`config.mk`:
```
export PLATFORM = sky130hd
export DESIGN_NAME = blru_queue
export DESIGN_NICKNAME = d
export VERILOG_FILES = /design/src/sv/blru_pkg.sv /design/src/sv/blru_queue.sv
export SDC_FILE = /design/constraint.sdc
export NUM_CORES = 1
export LEC_CHECK = 0
export BUFFER_PORTS_ARGS = -buffer_cell sky130_fd_sc_hd__clkbuf_2
export CORE_MARGIN = 2
export CORE_UTILIZATION = 30
export DETAILED_ROUTE_END_ITERATION = 12
export PLACE_DENSITY_LB_ADDON = 0.08
export RECOVER_POWER = 50
export SLEW_MARGIN = 15
export SYNTH_ARGS = -nofsm -noshare
export SYNTH_HDL_FRONTEND = slang
export SYNTH_SLANG_ARGS = --single-unit
```
`constraint.sdc`:
```
create_clock -name clk -period 3 [get_ports clk]
set_input_delay 0.6 -clock clk [delete_from_list [all_inputs] [get_ports clk]]
set_output_delay 0.6 -clock clk [all_outputs]
set_load 0.05 [all_outputs]
```
`src/sv/blru_pkg.sv`:
```
// Shared constants for the budget LRU eviction select block.
// No dependencies; imported by every module of the block.
`timescale 1ns / 1ps

package blru_pkg;

	// fixed field widths of the item and result channels
	localparam int COST_W    = 32;
	localparam int FRAME_W   = 32;
	localparam int BUDGET_W  = 32;
	localparam int IN_DEPTH_W = 8;
	localparam int OUT_IDX_W = 6;

	// depth of the queue between front and back
	localparam int QDEPTH = 2;

endpackage

```
`src/sv/blru_queue.sv`:
```
// Short FIFO that decouples the front sorter from the back walker.
// Depends on blru_pkg for its depth.
`timescale 1ns / 1ps

module blru_queue import blru_pkg::*; #(
	parameter int WIDTH = 39
) (
	input  logic             clk,
	input  logic             arst_n,
	input  logic             wr_en,
	input  logic [WIDTH-1:0] wr_data,
	output logic             q_full,
	input  logic             rd_en,
	output logic [WIDTH-1:0] rd_data,
	output logic             q_empty
);

	localparam int PTR_W = (QDEPTH > 1) ? $clog2(QDEPTH) : 1;
	localparam int CNT_W = $clog2(QDEPTH + 1);

	logic [WIDTH-1:0] slot_q [QDEPTH];
	logic [PTR_W-1:0] wr_ptr_q;
	logic [PTR_W-1:0] rd_ptr_q;
	logic [CNT_W-1:0] count_q;
	logic             do_wr;
	logic             do_rd;

	assign q_full  = (count_q == CNT_W'(QDEPTH));
	assign q_empty = (count_q == '0);
	assign do_wr   = wr_en && !q_full;
	assign do_rd   = rd_en && !q_empty;
	assign rd_data = slot_q[rd_ptr_q];

	// store the request payload
	always_ff @(posedge clk) begin
		if (do_wr) begin
			slot_q[wr_ptr_q] <= wr_data;
		end
	end

	// advance pointers and fill count
	always_ff @(posedge clk or negedge arst_n) begin
		if (!arst_n) begin
			wr_ptr_q <= '0;
			rd_ptr_q <= '0;
			count_q  <= '0;
		end else begin
			if (do_wr) begin
				wr_ptr_q <= (wr_ptr_q == PTR_W'(QDEPTH - 1)) ? '0 : wr_ptr_q + PTR_W'(1);
			end
			if (do_rd) begin
				rd_ptr_q <= (rd_ptr_q == PTR_W'(QDEPTH - 1)) ? '0 : rd_ptr_q + PTR_W'(1);
			end
			priority if (do_wr && !do_rd) begin
				count_q <= count_q + CNT_W'(1);
			end else if (do_rd && !do_wr) begin
				count_q <= count_q - CNT_W'(1);
			end else begin
				count_q <= count_q;
			end
		end
	end

endmodule

```
==> impl_metrics.tcl, run 1 <==
set metrics [dict create \
    drtPass1Iterations 6 \
    critical_path.max_fanout 22 \
    crit_type "register to primary output" \
    finalSetupTns_ns 0 \
    peakVddDrop_uv 441 \
    antenna_found_initial 0 \
    period_share_pct 82.8 \
    hpwlAfterDp_mm 3.62 \
    ys_seq_elements 82 \
    clk_root_buffer_cell "clkbuf_8" \
    path_cells "buf_12 > mux2_2 > clkbuf_2" \
    ioPinCount 84 \
    cpLargestDelayFamily "flip-flops" \
    critical_path_arrival_ns 1.89 \
    drv_cap 0 \
    syn-cell-area_mm2 0.00301 \
    skew_ns 0.00807 \
    yosysUniqueCellTypes 13 \
    clock-sinks 82 \
    drive_gt1_share_pct 47.5 \
    cpPeakStageDelay_ns 0.69 \
    post_cts_resized 0 \
    place_congestion 0.672 \
    grt_pass1_vias 1621 \
    timing.rr.end "slot_q[1][9]" \
    htreeDepth 3 \
    core_mm2 0.00977 \
    overflow 0 \
    port-buffer-count 83 \
    period_needed_ns 2.49 \
    power_leakage_nw 1.34 \
    insertedDiodeCount 0 \
    yosysWarnings 0 \
    final_hold_viol_count 0 \
    cts_tree "yes" \
    clk_latency_ns 0.34 \
    chipHeight_um 104 \
    ys_seq_area_share_pct 81.2 \
    wire_per_inst_um 14.6 \
    cts_setup_buffers 0 \
    r2r_start "count_q[0]" \
    final-setup-viol-count 0 \
    cp_data_required_time_ns 2.40 \
    drt_iter0_drc 32 \
    p_per_area_mw_per_mm2 1120 \
    cp-start-kind "register" \
    run_status "completed" \
    avgSynthCellArea_um2 21.5 \
    netlist_instances 140 \
    instances_no_fill 371 \
    cts_buffer_depth 2 \
    r2r_setup_slack_ns 1.02 \
    slew-limit-headroom_pct 38.8 \
    fin_nets 277 \
    dp_cells 355 \
    rsz0062_at_grt "false" \
    die_area_mm2 0.0108 \
    worstMarginPinSlew_ns 0.917 \
    syn2layout_area_growth_pct 24.9 \
    grt_max_degree 24 \
    rr_worst_depth 3 \
    drt-total-wl_mm 5.42 \
    crit_slowest_cell "dfrtp_2" \
    gr-usage-all-layers_pct 10.6 \
    cts_hold_buf 0 \
    clkTransAtPathRegs_ns 0.08 \
    rows 36 \
    path_buf_inv 2 \
    numCtsBuffers 9 \
    via_count 1555 \
    routed_via_density 4.19 \
    cp-end-kind "primary output" \
    drc 0 \
    worst_hold_path_type "input pin to async pin" \
    initial_core_util_pct 30.8 \
    num-fill-cells 962 \
    synthesis.nets 184 \
    die_x_um 104 \
    postRouteAntennaNets 0 \
    grt_pass1_wl_mm 8.60 \
    fmax_mhz 402 \
    maxSlewViolCount 0 \
]
## cells by family after synthesis
kind of cell	Yosys count	synth area share (%)
adder cells (fa/ha/maj)	1	0.416
AND/OR/NAND/NOR	6	0.915
flip-flops	82	81.2
buffers and inverters	6	1.25
XOR/XNOR	5	1.46
multiplexers	39	14.6
AO/OA/AOI/OAI	1	0.166
## where the power goes
part | internal [mW] | switching [mW] | total, mW
sequential | 1.57 | 0.128 | 1.70
combinational | 0.530 | 1.31 | 1.84
clock | 0.298 | 0.374 | 0.672
total | 2.40 | 1.82 | 4.21
## synthesized netlist by cell type
| master | count | area share (%) |
|---|---|---|
| dfrtp_1 | 4 | 3.3 |
| xnor2_1 | 3 | 0.87 |
| mux2_2 | 39 | 15 |
| xor2_1 | 2 | 0.58 |
| edfxtp_1 | 78 | 78 |
| o21ai_1 | 1 | 0.17 |
| inv_1 | 2 | 0.25 |
| buf_4 | 4 | 1.0 |
| nor2_1 | 3 | 0.37 |
| nand2b_1 | 1 | 0.21 |
| and3_1 | 1 | 0.21 |
| ha_1 | 1 | 0.42 |
| nand2_1 | 1 | 0.12 |
## flip-flops by register name, summed over array words and instances, names as in the netlist
| name | flops |
|---|---|
| slot_q | 78 |
| count_q | 2 |
| rd_ptr_q | 1 |
| wr_ptr_q | 1 |
## per-layer routing
metal | track usage [%] | wire length (µm)
met2 | 16.4 | 2600
met5 | 0 | 0
met1 | 13.0 | 2460
met4 | 3.76 | 62
met3 | 5.01 | 300
## cells in the final DEF (no fill, tap or decap), types with 2 or more instances in the layout
cell type   netlist  final
xnor2_1           3      3
dfrtp_1           4      3
clkbuf_8          0      9
mux2_2           39     39
edfxtp_1         78     78
nor2_1            3      2
clkbuf_1          0     30
buf_12            0      3
inv_1             2      2
clkinvlp_4        0      3
clkinv_2          0      2
clkbuf_2          0     55
xor2_1            2      2
## worst max-delay path by stage
stage	start	to	depth (start not counted)
4_1_cts	rd_ptr_q	rd_data[24]	3
3_3_place_gp	rd_ptr_q	rd_data[24]	3
6_report	rd_ptr_q	rd_data[24]	3
5_1_grt	rd_ptr_q	rd_data[24]	3
2_1_floorplan	wr_en	slot_q[0][0]	2
3_5_place_dp	rd_ptr_q	rd_data[24]	3
## metrics by stage
stage | setup WS, ns | area, µm² | hold slack (ns) | util, % | power, mW
floorplan | 0.232 | 3010 | 0.304 | - | 3.15
global route | 0.384 | 3760 | 0.0600 | 38.4 | 4.44
CTS | 0.463 | 3790 | 0.0342 | 38.8 | 4.30
detailed placement | 0.852 | 3630 | 0.421 | 37.1 | 3.61
finish | 0.515 | 3760 | 0.0884 | 38.4 | 4.21
global placement | 0.849 | 3630 | 0.422 | 37.1 | 3.61
## final cells by class
type / instances / area [µm²] / area share, %
clock inverters: 5 / 32.5 / 0.866
inverters: 2 / 7.51 / 0.200
clock buffers: 11 / 131 / 3.50
well taps: 133 / 166 / 4.43
repair buffers: 86 / 440 / 11.7
flip-flops and latches: 82 / 2440 / 65.0
multi-input cells: 52 / 536 / 14.3
(Power assumes the default switching activity.)
==> inputs of run 2 (changes only) <==
- clock period: 3 -> 2.4 ns (I/O delays scaled with it)
==> impl_metrics.tcl, run 2 (synthesized netlist as in run 1, its figures left out) <==
set metrics [dict create \
    run_status "completed" \
    finalSetupTns_ns 0 \
    r2r_start "count_q[0]" \
    gr-usage-all-layers_pct 10.4 \
    clk_latency_ns 0.34 \
    initial_core_util_pct 30.8 \
    fin_nets 281 \
    hpwlAfterDp_mm 3.51 \
    crit_type "register to primary output" \
    instances_no_fill 374 \
    insertedDiodeCount 0 \
    die_x_um 104 \
    numCtsBuffers 9 \
    die_area_mm2 0.0108 \
    timing.rr.end "slot_q[1][25]" \
    hold_start "wr_data[21]" \
    final_hold_viol_count 0 \
    period_share_pct 87.5 \
    overflow 0 \
    final-setup-viol-count 0 \
    rr_worst_depth 3 \
    via_count 1561 \
    drive_gt1_share_pct 46.9 \
    place_congestion 0.650 \
    top_regs "slot_q (78), count_q (2)" \
    syn2layout_area_growth_pct 26.0 \
    chipHeight_um 104 \
    clkTransAtPathRegs_ns 0.08 \
    gr-usage-met2_pct 15.1 \
    final_cell_mix "edfxtp_1, clkbuf_2, mux2_2, clkbuf_1, clkbuf_8" \
    maxSlewViolCount 0 \
    ioPinCount 84 \
    final_area_mm2 0.00379 \
    drv_cap 0 \
    clk_root_buffer_cell "clkbuf_8" \
    placed_area_mm2 0.00361 \
    grt_max_degree 24 \
    largest_reg_flops 78 \
    top_register "slot_q" \
    htreeDepth 3 \
    rows 36 \
    drt-total-wl_mm 5.45 \
    slew-limit-headroom_pct 26.5 \
    postRouteAntennaNets 0 \
    routed_via_density 4.17 \
    worstMarginPinSlew_ns 1.10 \
    wire_per_inst_um 14.6 \
    cp-end-kind "primary output" \
    cp_data_required_time_ns 1.92 \
    r2r_setup_slack_ns 0.40 \
    drc 0 \
    period_needed_ns 2.10 \
    drtPass1Iterations 4 \
    cts_tree "yes" \
    drt_iter0_drc 29 \
    grt_pass1_vias 1583 \
    cp-start-kind "register" \
    critical_path_arrival_ns 1.62 \
    fmax_mhz 476 \
    clock-sinks 82 \
    skew_ns 0.00528 \
    grt.busiest_layer "met2" \
    final_common_cell "edfxtp_1" \
    grt.met3_usage_pct 4.01 \
    critical_path.max_fanout 22 \
    antenna_found_initial 0 \
    hold_depth 1 \
    post_cts_resized 0 \
    core_mm2 0.00977 \
    p_per_area_mw_per_mm2 1430 \
    power_leakage_nw 1.36 \
    cts_buffer_depth 2 \
    rsz0062_at_grt "false" \
    met1_usage_pct 13.8 \
    grt_pass1_wl_mm 8.34 \
    finalPower_mw 5.43 \
    dp_cells 358 \
    hold_end "slot_q[1][21]" \
    worst_hold_path_type "input pin to register" \
    peakVddDrop_uv 706 \
    port-buffer-count 83 \
]
## run 2: worst max path at each step
stage,from,end,slack [ns],depth (start not counted)
floorplan,count_q[0],slot_q[0][0],0.32,3
global placement,rd_ptr_q,rd_data[31],0.64,3
detailed placement,rd_ptr_q,rd_data[31],0.63,3
CTS,rd_ptr_q,rd_data[31],0.25,3
global route,rd_ptr_q,rd_data[20],0.19,3
finish,rd_ptr_q,rd_data[20],0.30,3
## run 2: routing by layer
metal  up-vias  routed length [µm]
met5         -                   0
met4         0                  82
li1        731                   -
met2        52                2460
met1       769                2610
met3         9                 303
## run 2: critical path, stage by stage, from the launching register on
cell	delay, ns
dfrtp_2	0.36
buf_4	0.30
mux2_2	0.38
clkbuf_2	0.24
## run 2: what timing repair did
item | 4_1_cts | 5_1_grt
endpoints found under the hold margin | 4 | 0
buffers inserted | 0 | 0
hold buffers | 1 | 0
## run 2: power breakdown
part,internal [mW],switching [mW],leakage (nW),total [mW]
clock network,0.573,0.457,0.0964,1.03
registers,1.96,0.0920,0.770,2.05
logic,0.633,1.71,0.496,2.34
total,3.17,2.26,1.36,5.43
## run 2: cell type report
type / count / area [µm²]
fill: 948 / 5980
sequential: 82 / 2440
multi-input combinational: 52 / 537
timing repair buffer: 90 / 429
tap: 133 / 166
clock buffer: 9 / 124
clock inverter: 6 / 82.6
inverter: 2 / 7.51
## run 2: stage by stage
step	setup slack, ns	hold slack (ns)	utilization, %
2_1_floorplan	0.316	0.184	-
3_3_place_gp	0.644	0.299	37.0
3_5_place_dp	0.628	0.299	37.0
4_1_cts	0.246	0.305	39.2
5_1_grt	0.191	0.296	38.8
6_report	0.301	0.328	38.8
==> inputs of run 3 (changes only) <==
- CORE_UTILIZATION: 30 -> 51
==> impl_metrics.tcl, run 3 (synthesized netlist as in run 1, its figures left out) <==
set metrics [dict create \
    run_status "completed" \
    critical_path.max_fanout 40 \
    initial_core_util_pct 53.6 \
    port-buffer-count 83 \
    final_cell_mix "edfxtp_1, clkbuf_2, mux2_2, clkbuf_1, clkbuf_8" \
    fin_nets 278 \
    via_count 1540 \
    die_area_mm2 0.00653 \
    drive_gt1_share_pct 48.1 \
    gr-usage-all-layers_pct 15.6 \
    worst_hold_path_type "input pin to register" \
    p_int_mw 2.98 \
    placed_area_mm2 0.00354 \
    cp-start-kind "register" \
    peakVddDrop_uv 820 \
    crit_slowest_cell "dfrtp_2" \
    num-fill-cells 424 \
    rsz0062_at_grt "false" \
    clock-sinks 82 \
    grt_pass1_vias 1643 \
    grt_pass1_wl_mm 7.27 \
    fmax_mhz 485 \
    p_clk_share_pct 15.4 \
    rows 27 \
    drt-total-wl_mm 4.86 \
    antenna_found_initial 0 \
    final_hold_viol_count 0 \
    hpwlAfterDp_mm 3.24 \
    core_mm2 0.00561 \
    drv_cap 0 \
    largest_reg_flops 78 \
    hold_start "wr_data[0]" \
    r2r_setup_slack_ns 0.39 \
    syn2layout_area_growth_pct 22.1 \
    crit_type "register to primary output" \
    rr_worst_depth 3 \
    wire_per_inst_um 15.6 \
    clk_root_buffer_cell "clkbuf_8" \
    chipHeight_um 80.8 \
    r2r_start "count_q[0]" \
    p_per_area_mw_per_mm2 1420 \
    grt_max_degree 41 \
    clkTransAtPathRegs_ns 0.07 \
    power_frac_seq_pct 39.8 \
    worstMarginPinSlew_ns 0.995 \
    cp_data_required_time_ns 1.92 \
    drt_iter0_drc 62 \
    cts_hold_buf 1 \
    hold_end "slot_q[1][0]" \
    switching_share_pct 42.6 \
    top_regs "slot_q (78), count_q (2)" \
    p_sw_mw 2.22 \
    post_cts_resized 0 \
    maxSlewViolCount 0 \
    finalSetupTns_ns 0 \
    ioPinCount 84 \
    hold_depth 1 \
    final_common_cell "edfxtp_1" \
    cpPeakStageDelay_ns 0.39 \
    cpLargestDelayFamily "buffers and inverters" \
    slew-limit-headroom_pct 33.7 \
    postRouteAntennaNets 0 \
    path_buf_inv 2 \
    drc 0 \
    cp-end-kind "primary output" \
    power_leakage_nw 1.36 \
    multi_input_comb_area_um2 536 \
    period_needed_ns 2.06 \
    overflow 0 \
    insertedDiodeCount 0 \
    routed_via_density 4.95 \
    place_congestion 0.694 \
    utilization_pct 65.5 \
    period_share_pct 86.0 \
    skew_ns 0.00434 \
    top_register "slot_q" \
    cts_buffer_depth 2 \
    die_x_um 80.8 \
    final_area_mm2 0.00367 \
    timing.rr.end "slot_q[1][0]" \
    drtPass1Iterations 4 \
    seq_area_mm2 0.00244 \
    cts_setup_buffers 0 \
    cts_tree "yes" \
    final-setup-viol-count 0 \
    numCtsBuffers 9 \
    clk_latency_ns 0.33 \
    power_frac_comb_pct 44.7 \
    critical_path_arrival_ns 1.58 \
    path_cells "buf_12 > mux2_2 > clkbuf_2" \
    htreeDepth 3 \
]
run 3: metrics by stage:
| stage | std cells | hold WS, ns | worst slack [ns] | total power, mW |
|---|---|---|---|---|
| 2_1_floorplan | 140 | 0.184 | 0.316 | 3.94 |
| 3_3_place_gp | 294 | 0.289 | 0.712 | 4.40 |
| 3_5_place_dp | 294 | 0.295 | 0.690 | 4.46 |
| 4_1_cts | 311 | 0.320 | 0.315 | 5.26 |
| 5_1_grt | 311 | 0.316 | 0.283 | 5.42 |
| 6_report | 311 | 0.336 | 0.337 | 5.20 |
run 3: final cells by class:
cell class / instances / share of cell area (%)
timing repair buffer: 87 / 12.1
clock buffer: 12 / 3.68
clock inverter: 4 / 0.511
inverter: 2 / 0.204
sequential: 82 / 66.5
multi-input combinational: 52 / 14.6
tap: 72 / 2.45
run 3: worst reg2reg max path: stages, from the launching register on:
cell,delay (ns)
dfrtp_1,0.44
nand2b_1,0.18
and3_1,0.83
buf_12,0.27
run 3: worst max-delay path by stage:
stage	slack (ns)	startpoint	depth (start not counted)	end
floorplan	0.32	count_q[0]	3	slot_q[0][0]
global placement	0.71	rd_ptr_q	3	rd_data[10]
detailed placement	0.69	rd_ptr_q	3	rd_data[10]
CTS	0.32	rd_ptr_q	3	rd_data[10]
global route	0.28	count_q[0]	3	slot_q[1][5]
finish	0.34	rd_ptr_q	3	rd_data[10]
run 3: power by group through the flow:
stage	sequential, mW	clock, mW	combinational, mW
5_1_grt	2.09	0.882	2.44
6_report	2.07	0.803	2.33
4_1_cts	2.07	0.826	2.37
3_3_place_gp	2.07	0	2.32
3_5_place_dp	2.10	0	2.36
2_1_floorplan	2.07	0	1.87
run 3: routing by layer:
layer / global-route usage, % / part of all wire [%] / vias up
li1: - / - / 730
met1: 15.9 / 39 / 743
met2: 28.4 / 53 / 59
met3: 5.22 / 6.8 / 8
met4: 7.63 / 1.4 / 0
met5: 0 / 0 / -
