$ cat src/sv/blru_pkg.sv
// Shared constants for the budget LRU eviction select block.
// No dependencies; imported by every module of the block.
`timescale 1ns / 1ps

package blru_pkg;

	// fixed field widths of the item and result channels
	localparam int COST_W    = 32;
	localparam int FRAME_W   = 32;
	localparam int BUDGET_W  = 32;
	localparam int IN_DEPTH_W = 8;
	localparam int OUT_IDX_W = 6;

	// depth of the queue between front and back
	localparam int QDEPTH = 2;

endpackage

$ cat src/sv/blru_back.sv
// Back part: walks the sorted stream against the byte budget, keeps the
// indices in a memory and emits the evicted prefix oldest first.
// Depends on blru_pkg.
`timescale 1ns / 1ps

module blru_back import blru_pkg::*; #(
	parameter int MAX_ENTRIES = 64
) (
	input  logic                 clk,
	input  logic                 arst_n,
	input  logic                 budget_we,
	input  logic [BUDGET_W-1:0]  byte_budget,
	input  logic                 q_empty,
	output logic                 q_pop,
	input  logic [((MAX_ENTRIES > 1) ? $clog2(MAX_ENTRIES) : 1)-1:0] q_index,
	input  logic [COST_W-1:0]    q_cost,
	input  logic                 q_tail,
	input  logic                 pop,
	output logic                 empty,
	output logic [OUT_IDX_W-1:0] evict_index,
	output logic                 evict_valid,
	output logic                 run_end
);

	localparam int IDX_W = (MAX_ENTRIES > 1) ? $clog2(MAX_ENTRIES) : 1;
	localparam int CNT_W = $clog2(MAX_ENTRIES + 1);

	typedef enum logic [1:0] {
		B_COLLECT = 2'b01,
		B_EMIT    = 2'b10
	} back_state_t;

	back_state_t         state_q;
	logic [BUDGET_W-1:0] budget_q;
	logic [IDX_W-1:0]    order_q [MAX_ENTRIES];
	logic [CNT_W-1:0]    wr_q;
	logic [CNT_W-1:0]    kept_q;
	logic [BUDGET_W-1:0] kept_bytes_q;
	logic                stop_q;
	logic [CNT_W-1:0]    rd_q;
	logic                none_q;
	logic                pend_q;
	logic                pend_end_q;
	logic [IDX_W-1:0]    rd_data_q;
	logic                out_vld_q;
	logic [OUT_IDX_W-1:0] out_idx_q;
	logic                out_evict_q;
	logic                out_end_q;

	logic [BUDGET_W-1:0] room;
	logic                fit;
	logic [CNT_W-1:0]    kept_next;
	logic [CNT_W-1:0]    wr_next;
	logic [CNT_W-1:0]    rd_m1;
	logic                take;
	logic                out_free;
	logic                issue;
	logic                load_none;
	logic                load_pend;

	assign room      = budget_q - kept_bytes_q;
	assign fit       = !stop_q && (q_cost <= room);
	assign kept_next = fit ? kept_q + CNT_W'(1) : kept_q;
	assign wr_next   = wr_q + CNT_W'(1);
	assign rd_m1     = rd_q - CNT_W'(1);
	assign q_pop     = (state_q == B_COLLECT);
	assign take      = q_pop && !q_empty;
	assign out_free  = !out_vld_q || pop;
	assign issue     = (state_q == B_EMIT) && !none_q && (rd_q != kept_q) && !pend_q && out_free;
	assign load_none = (state_q == B_EMIT) && none_q && out_free;
	assign load_pend = (state_q == B_EMIT) && pend_q;

	// hold the budget register
	always_ff @(posedge clk or negedge arst_n) begin
		if (!arst_n) begin
			budget_q <= '0;
		end else if (budget_we) begin
			budget_q <= byte_budget;
		end
	end

	// write the stream into the order memory, read it back in reverse
	always_ff @(posedge clk) begin
		if (take) begin
			order_q[wr_q[IDX_W-1:0]] <= q_index;
		end
	end

	always_ff @(posedge clk) begin
		if (issue) begin
			rd_data_q <= order_q[rd_m1[IDX_W-1:0]];
		end
	end

	// collect the run, then emit it
	always_ff @(posedge clk or negedge arst_n) begin
		if (!arst_n) begin
			state_q      <= B_COLLECT;
			wr_q         <= '0;
			kept_q       <= '0;
			kept_bytes_q <= '0;
			stop_q       <= 1'b0;
			rd_q         <= '0;
			none_q       <= 1'b0;
			pend_q       <= 1'b0;
			pend_end_q   <= 1'b0;
		end else begin
			unique case (state_q)
				B_COLLECT: begin
					if (take) begin
						kept_q <= kept_next;
						if (q_tail) begin
							rd_q         <= wr_next;
							none_q       <= (wr_next == kept_next);
							wr_q         <= '0;
							kept_bytes_q <= '0;
							stop_q       <= 1'b0;
							state_q      <= B_EMIT;
						end else begin
							wr_q <= wr_next;
							if (fit) begin
								kept_bytes_q <= kept_bytes_q + q_cost;
							end else begin
								stop_q <= 1'b1;
							end
						end
					end
				end
				B_EMIT: begin
					if (issue) begin
						rd_q       <= rd_m1;
						pend_q     <= 1'b1;
						pend_end_q <= (rd_m1 == kept_q);
					end
					if (load_pend) begin
						pend_q <= 1'b0;
					end
					if (load_none || (load_pend && pend_end_q)) begin
						kept_q  <= '0;
						state_q <= B_COLLECT;
					end
				end
				default: begin
					state_q <= B_COLLECT;
				end
			endcase
		end
	end

	// hold the result until it is popped
	always_ff @(posedge clk or negedge arst_n) begin
		if (!arst_n) begin
			out_vld_q <= 1'b0;
		end else if (load_none || load_pend) begin
			out_vld_q <= 1'b1;
		end else if (pop) begin
			out_vld_q <= 1'b0;
		end
	end

	always_ff @(posedge clk) begin
		if (load_none) begin
			out_idx_q   <= '0;
			out_evict_q <= 1'b0;
			out_end_q   <= 1'b1;
		end else if (load_pend) begin
			out_idx_q   <= OUT_IDX_W'(rd_data_q);
			out_evict_q <= 1'b1;
			out_end_q   <= pend_end_q;
		end
	end

	assign empty       = !out_vld_q;
	assign evict_index = out_idx_q;
	assign evict_valid = out_evict_q;
	assign run_end     = out_end_q;

endmodule

$ cat config.mk
export PLATFORM = sky130hd
export DESIGN_NAME = blru_back
export DESIGN_NICKNAME = d
export VERILOG_FILES = /design/src/sv/blru_pkg.sv /design/src/sv/blru_back.sv
export SDC_FILE = /design/constraint.sdc
export NUM_CORES = 1
export LEC_CHECK = 0
export BUFFER_PORTS_ARGS = -buffer_cell sky130_fd_sc_hd__buf_4
export CORE_MARGIN = 5
export CORE_UTILIZATION = 50
export DETAILED_ROUTE_END_ITERATION = 12
export GPL_ROUTABILITY_DRIVEN = 0
export PLACE_DENSITY = 0.67
export SLEW_MARGIN = 10
export SYNTH_ARGS = -nofsm -noshare
export SYNTH_HDL_FRONTEND = slang
export SYNTH_SLANG_ARGS = --single-unit
export TNS_END_PERCENT = 10
$ cat constraint.sdc
create_clock -name clk -period 5.3 [get_ports clk]
set_input_delay 0.795 -clock clk [delete_from_list [all_inputs] [get_ports clk]]
set_output_delay 0.795 -clock clk [all_outputs]
set_load 0.03 [all_outputs]
==> results of run 1 <==
[worst max-delay path by stage]
stage                               start  endpoint  depth (start not counted)
final                     kept_bytes_q[2]    none_q                         21
after global routing          budget_q[0]    none_q                         23
after CTS                 kept_bytes_q[2]    none_q                         20
after floorplan           kept_bytes_q[0]    none_q                         21
after detailed placement  kept_bytes_q[0]    none_q                         21
after global placement        budget_q[0]    none_q                         21
[power breakdown]
part / internal [mW] / switching, mW / total, mW
clock network: 2.26 / 1.58 / 3.85
registers: 4.42 / 0.231 / 4.65
logic: 2.70 / 3.28 / 5.98
total: 9.39 / 5.09 / 14.5
[area by class of cell]
type | count | share of cell area
clock buffer | 55 | 0.0490
tap | 607 | 0.0283
inverter | 52 | 0.00729
timing repair buffer | 111 | 0.0330
sequential | 490 | 0.529
clock inverter | 43 | 0.0199
multi-input combinational | 1051 | 0.333
[timing repair]
item,CTS,global route
hold buffers,0,0
gates resized for setup,3,13
setup buffers,0,2
setup endpoints to repair,18,41
hold endpoints to repair,0,0
pin swaps,0,15
gates cloned,0,0
[worst register-to-register path, cell delays in order (launching register included)]
cell	delay [ns]
dfrtp_1	0.36
inv_1	0.05
ha_1	0.32
nor2b_1	0.16
o21ai_2	0.19
a21boi_2	0.09
o311a_1	0.33
o41a_1	0.44
o21ai_2	0.25
o31ai_2	0.13
o311a_1	0.35
ha_1	0.30
nand4_1	0.22
nor4_4	0.24
nand4_1	0.21
nor3b_2	0.22
a22o_1	0.24
nor3_2	0.24
buf_4	0.19
mux2i_1	0.21
o21ai_1	0.08
nor2b_1	0.12
[routing by layer]
metal / vias up / wire length [um] / part of all wire
met5: - / 0 / 0
met4: 0 / 1160 / 0.022
met3: 81 / 3040 / 0.057
met2: 416 / 25500 / 0.48
met1: 7167 / 23500 / 0.44
li1: 6628 / - / -
[cell usage in the layout (no fill, tap or decap), types with 14 or more instances in the layout]
| cell | netlist | layout |
|---|---|---|
| edfxtp_1 | 390 | 390 |
| nor2_1 | 119 | 119 |
| buf_4 | 0 | 107 |
| nand2_1 | 103 | 103 |
| mux4_2 | 96 | 96 |
| ha_1 | 97 | 95 |
| dfrtp_1 | 91 | 90 |
| a21oi_1 | 82 | 79 |
| a21o_1 | 53 | 53 |
| inv_1 | 52 | 52 |
| clkbuf_16 | 0 | 52 |
| a211oi_1 | 48 | 48 |
| xnor2_1 | 44 | 43 |
| xor2_1 | 37 | 35 |
| o21ai_1 | 38 | 35 |
| o21ai_0 | 34 | 34 |
| nor2b_1 | 33 | 33 |
| mux2_2 | 32 | 32 |
| mux2i_1 | 26 | 26 |
| and3_1 | 18 | 18 |
| nand3_1 | 16 | 16 |
| nand4_1 | 15 | 15 |
| nand2b_1 | 14 | 14 |
[cell usage after synthesis (8+ instances only)]
master	n	area, um2
a211oi_1	48	360
a21o_1	53	398
a21oi_1	82	410
a22o_1	9	78.8
a31oi_1	12	75.1
and3_1	18	113
buf_2	16	80.1
clkbuf_1	52	195
dfrtp_1	91	2280
dfxtp_1	8	160
edfxtp_1	390	11700
ha_1	97	1210
inv_1	52	195
mux2_2	32	360
mux2i_1	26	260
mux4_2	96	2160
nand2_1	103	387
nand2b_1	14	87.6
nand3_1	16	80.1
nand4_1	15	93.8
nor2_1	119	447
nor2b_1	33	206
nor3_1	10	50.1
o21a_1	11	82.6
o21ai_0	34	170
o21ai_1	38	190
xnor2_1	44	385
xor2_1	37	324
[kinds of logic (layout without fill, tap and decap cells)]
group / count (synthesis) / after routing / synth area share
adders and majority gates: 99 / 99 / 0.0534
xor gates and xnor gates: 81 / 81 / 0.0302
buffers and inverters: 123 / 261 / 0.0205
and+or+nand+nor: 368 / 368 / 0.0751
AOI/OAI and AO/OA: 349 / 349 / 0.0978
DFF: 490 / 490 / 0.604
muxes: 154 / 154 / 0.119
[sequential cells by signal, summed over array words and instances (netlist names), 2 cells and up]
| register | cells |
|---|---|
| state_q | 2 |
| evict_index | 6 |
| rd_data_q | 6 |
| wr_q | 7 |
| rd_q | 7 |
| order_q | 384 |
| budget_q | 32 |
| kept_q | 7 |
| kept_bytes_q | 32 |
==> qor.csv, run 1 <==
stage,metric,value,unit
floorplanning,dieWidth,227,um
logic_synthesis,syn-mean-instance-area,14.1,um2
layout,diodes,0,
critical_path,critPathCaptureType,register,
detailed_routing,vias_per_cell,5.93,
pwr,p_leak,9.88,nW
layout,n_fill_cell,3658,
logic_synthesis,syn_inst,1664,
global_route,antenna_found_initial,0,
critical_path,worstRegToRegCells,21,
detailed_routing,drt-total-wl,53.2,mm
timing,hold_ws,0.128,ns
layout,stdcell_area,26800,um2
layout,regArea,14200,um2
clock_tree,cts-root-buf,clkbuf_16,
critical_path,worst_path_max_delay_cell,o41a_1,
global_route,grt.met1_usage,0.300,
detailed_routing,drt_iter0_drc,1182,
detailed_routing,drt_first_pass_iters,5,
logic_synthesis,yosysSeqAreaShare,0.604,
placed_design,placed_area,24900,um2
timing,tightest_slew,0.912,ns
critical_path,cp_cell_sequence,"inv_1, ha_1, nor2b_1, o21ai_2, a21boi_2, o311a_1, o41a_1, o21ai_2, o31ai_2, o311a_1, ha_1, nand4_1, nor4_4, nand4_1, nor3b_2, a22o_1, nor3_2, buf_4, mux2i_1, o21ai_1, nor2b_1",
detailed_routing,ant_nets,0,
layout,final_cells,2409,
placed_design,placed_cells,2309,
timing,hold_viol,0,
detailed_routing,avgRoutedWirePerCell,22.1,um
logic_synthesis,synth_edf_count,390,
critical_path,max_stage_delay,0.44,ns
critical_path,start_kind,register,
global_route,grt_pass1_wl,83.2,mm
clock_tree,htree_levels,2,
critical_path,cp_max_fo,7,
global_route,grt_max_degree,101,
clock_tree,cts_tree,yes,
critical_path,crit_family,compound AO/OA/AOI/OAI gates,
global_route,use_met2,0.341,
timing,finClkSkew,0.0279,ns
placed_design,port_buffers,85,
timing,setup_viol,0,
clock_tree,insertion_delay,0.61,ns
layout,synthToLayoutAreaGrowth,14.2,%
logic_synthesis,ys_ff_latch,490,
logic_synthesis,ys.flop_type,edfxtp_1,
global_route,met3_usage,0.0324,
critical_path,cp_num_buf_inv,2,
floorplanning,dieArea,51300,um2
logic_synthesis,yosys_warnings,0,
critical_path,r2r_slack,0.27,ns
global_route,globalRoute.totalOverflow,0,
pwr,p_total,14.5,mW
floorplanning,core,46500,um2
critical_path,required,5.79,ns
timing,maxSlewViolCount,0,
logic_synthesis,syn_nets,1839,
placed_design,dpl_worst_slack,-0.190,ns
timing,setup_ws,0.266,ns
layout,post-route-util,0.577,
detailed_routing,drc_errors,0,
critical_path,crit_type,register to register,
timing,fmax,199,MHz
pwr,ir_drop,411,uV
global_route,top_usage_layer,met2,
clock_tree,cts.clk_slew.worst_paths,0.07,ns
critical_path,reg2reg_from,kept_bytes_q[2],
floorplanning,ios,86,
clock_tree,clock_sinks,490,
timing,fin_crit,5.03,ns
logic_synthesis,synth.distinct_cells,66,
detailed_routing,vias,14300,
job,cap_violations,0,
logic_synthesis,syn-cell-area,23500,um2
logic_synthesis,async_reset_ff_frac,0.188,
clock_tree,clock_path_buffers,3,
pwr,power.density,541,nW/um2
floorplanning,die_height,227,um
critical_path,regToRegEndpoint,none_q,
layout,multi_input_area,8930,um2
global_route,grt_use_total,0.209,
timing,relSlewSlack,0.392,
floorplanning,initial_core_util,0.505,
critical_path,cp.arrival,5.53,ns
placed_design,hpwl,34.5,mm
run_status,status,"complete, no violations",
layout,drive_gt1_frac,0.196,
layout,nNetsFinal,1933,
timing,post-route-period-util,0.950,
hold_path,hold_path.class,input port to asynchronous set/reset pin,
timing,setup_tns,0,ns
clock_tree,cts_inserted_buffers,52,
global_route,grt_pass1_vias,14500,
floorplanning,fp-row-count,79,
No activity file was read; power rests on OpenSTA's default activity.
==> inputs of run 2 (changes only) <==
--- a/config.mk
+++ b/config.mk
@@ -11,6 +11,7 @@
 export DETAILED_ROUTE_END_ITERATION = 12
 export GPL_ROUTABILITY_DRIVEN = 0
 export PLACE_DENSITY = 0.67
+export REMOVE_ABC_BUFFERS = 1
 export SLEW_MARGIN = 10
 export SYNTH_ARGS = -nofsm -noshare
 export SYNTH_HDL_FRONTEND = slang
==> qor.csv, run 2 (synthesized netlist as in run 1, its figures left out) <==
stage,metric,value,unit,change
run_status,status,"complete, no violations",,
clock_tree,clock_sinks,490,,unchanged
layout,synthToLayoutAreaGrowth,14.9,%,
detailed_routing,drt-total-wl,53.5,mm,+0.58%
critical_path,worst_path_max_delay_cell,a2111oi_0,,
critical_path,cp_max_fo,4,,-3
timing,hold_ws,0.229,ns,+0.100 ns
critical_path,cp_cell_sequence,"inv_1, ha_1, or3_1, o311a_1, o41a_1, buf_4, o21ai_4, o31ai_4, o311a_1, ha_4, nand4_1, nor4_4, buf_4, nand2_1, a31o_2, and3_1, and3_1, a2111oi_0, nand2_1",,
global_route,grt_max_degree,65,,-36%
clock_tree,insertion_delay,0.62,ns,about the same
critical_path,crit_type,register to register,,
floorplanning,core,46500,um2,unchanged
detailed_routing,drt_first_pass_iters,5,,unchanged
layout,multi_input_area,8980,um2,+0.63%
timing,fmax,193,MHz,-3.0%
global_route,globalRoute.totalOverflow,0,,unchanged
global_route,grt_pass1_wl,82.1,mm,-1.3%
timing,finClkSkew,0.0356,ns,+0.00772 ns
detailed_routing,ant_nets,0,,unchanged
global_route,antenna_found_initial,0,,unchanged
critical_path,cp.arrival,5.64,ns,+0.11 ns
layout,layout_commonest_cell,edfxtp_1,,
clock_tree,htree_levels,2,,unchanged
layout,regArea,14200,um2,unchanged
detailed_routing,drt_iter0_drc,1210,,+2.4%
floorplanning,die_height,227,um,unchanged
pwr,p_leak,9.96,nW,+0.84%
critical_path,start_kind,register,,
layout,drive_gt1_frac,0.204,,+0.00764
critical_path,critPathCaptureType,register,,
detailed_routing,avgRoutedWirePerCell,22.2,um,+0.33%
pwr,power.density,547,nW/um2,+1.1%
layout,stdcell_area,27000,um2,+0.64%
detailed_routing,vias_per_cell,5.94,,+0.21%
timing,maxSlewViolCount,0,,unchanged
timing,setup_viol,0,,unchanged
detailed_routing,drc_errors,0,,unchanged
timing,hold_viol,0,,unchanged
floorplanning,fp-row-count,79,,unchanged
timing,post-route-period-util,0.979,,+0.0290
floorplanning,dieArea,51300,um2,unchanged
global_route,grt_use_total,0.207,,-0.00208
placed_design,placed_area,24900,um2,about the same
floorplanning,dieWidth,227,um,unchanged
placed_design,port_buffers,85,,unchanged
timing,relSlewSlack,0.226,,-0.165
global_route,grt_pass1_vias,14300,,-1.5%
layout,nNetsFinal,1941,,+0.41%
clock_tree,clock_path_buffers,3,,unchanged
pwr,p_total,14.7,mW,+1.8%
floorplanning,ios,86,,unchanged
hold_path,hold_path.class,input port to asynchronous set/reset pin,,
timing,tightest_slew,1.16,ns,+0.245 ns
job,cap_violations,0,,unchanged
layout,post-route-util,0.580,,+0.00372
layout,n_fill_cell,3609,,-1.3%
clock_tree,hold_buffers,0,,unchanged
critical_path,max_stage_delay,0.48,ns,+0.04 ns
layout,final_cell_mix,"edfxtp_1, nor2_1, buf_4",,
clock_tree,cts.clk_slew.worst_paths,0.06,ns,about the same
placed_design,hpwl,35.2,mm,+2.0%
critical_path,required,5.76,ns,-0.03 ns
layout,diodes,0,,unchanged
layout,largest_reg_flops,384,,unchanged
timing,fin_crit,5.19,ns,+0.154 ns
clock_tree,cts_tree,yes,,
detailed_routing,vias,14400,,+0.45%
floorplanning,initial_core_util,0.505,,unchanged
pwr,ir_drop,423,uV,+2.9%
clock_tree,cts-root-buf,clkbuf_16,,
clock_tree,cts_inserted_buffers,51,,-1.9%
==> run 2: cell count changes in the layout (fill, tap and decap cells not counted), sizes merged <==
cell / delta
buf: +9
inv: +2
bufinv: +3
clkbuf: +2
clkinv: -13
clkinvlp: +3
==> run 2: cell type report <==
| cell class | instances | share of cell area |
|---|---|---|
| clock inverters | 38 | 0.0211 |
| repair buffers | 120 | 0.0348 |
| multi-input cells | 1051 | 0.333 |
| well taps | 607 | 0.0282 |
| flip-flops and latches | 490 | 0.526 |
| inverters | 52 | 0.00724 |
| clock buffers | 57 | 0.0497 |
==> run 2: repair_timing <==
| action | CTS | global route |
|---|---|---|
| cloned | 0 | 1 |
| pin swaps | 2 | 11 |
| resized for setup | 3 | 26 |
| endpoints found under the setup margin | 12 | 41 |
| setup buffers | 0 | 6 |
==> run 2: path summary, 6_finish.rpt <==
kind | startpoint | to | slack [ns] | cells after the start
setup / recovery | kept_bytes_q[4] | kept_bytes_q[31] | 0.11 | 19
hold / removal | arst_n | budget_q[16] | 0.23 | 1
setup reg to reg | kept_bytes_q[4] | kept_bytes_q[31] | 0.11 | 19
hold reg to reg | run_end | run_end | 0.45 | 2
max in group asynchronous | arst_n | rd_q[0] | 3.92 | 2
min in group clk | byte_budget[6] | budget_q[6] | 0.41 | 2
==> run 2: routing by layer <==
metal	vias up	routed length (um)	part of all wire	global-route usage
li1	6646	-	-	-
met1	7195	23300	0.44	0.293
met2	433	25900	0.48	0.340
met3	83	3060	0.057	0.0298
met4	0	1260	0.024	0.0584
met5	-	0	0	0
==> run 2: power by group <==
group	internal (mW)	leakage [nW]	total, mW	switching [mW]
Sequential	4.42	4.75	4.69	0.264
Clock	2.43	0.917	4.01	1.58
Combinational	2.74	4.29	6.04	3.30
==> run 2: stage by stage <==
stage,worst slack (ns),cells,TNS (ns)
2_1_floorplan,-3.41,1593,-27.43
3_3_place_gp,0.0699,2313,0
3_5_place_dp,-0.0956,2313,-0.0956
4_1_cts,0.0211,2408,0
5_1_grt,-0.0890,2415,-0.720
6_report,0.112,2415,0
==> run 2: critical path, delay by kind of cell (launching register included) <==
family / cells / cell delay (ns)
buffers and inverters: 3 / 0.38
adder cells (fa/ha/maj): 2 / 0.48
flip-flops: 1 / 0.40
AO/OA/AOI/OAI: 7 / 2.24
AND/OR/NAND/NOR: 7 / 1.52
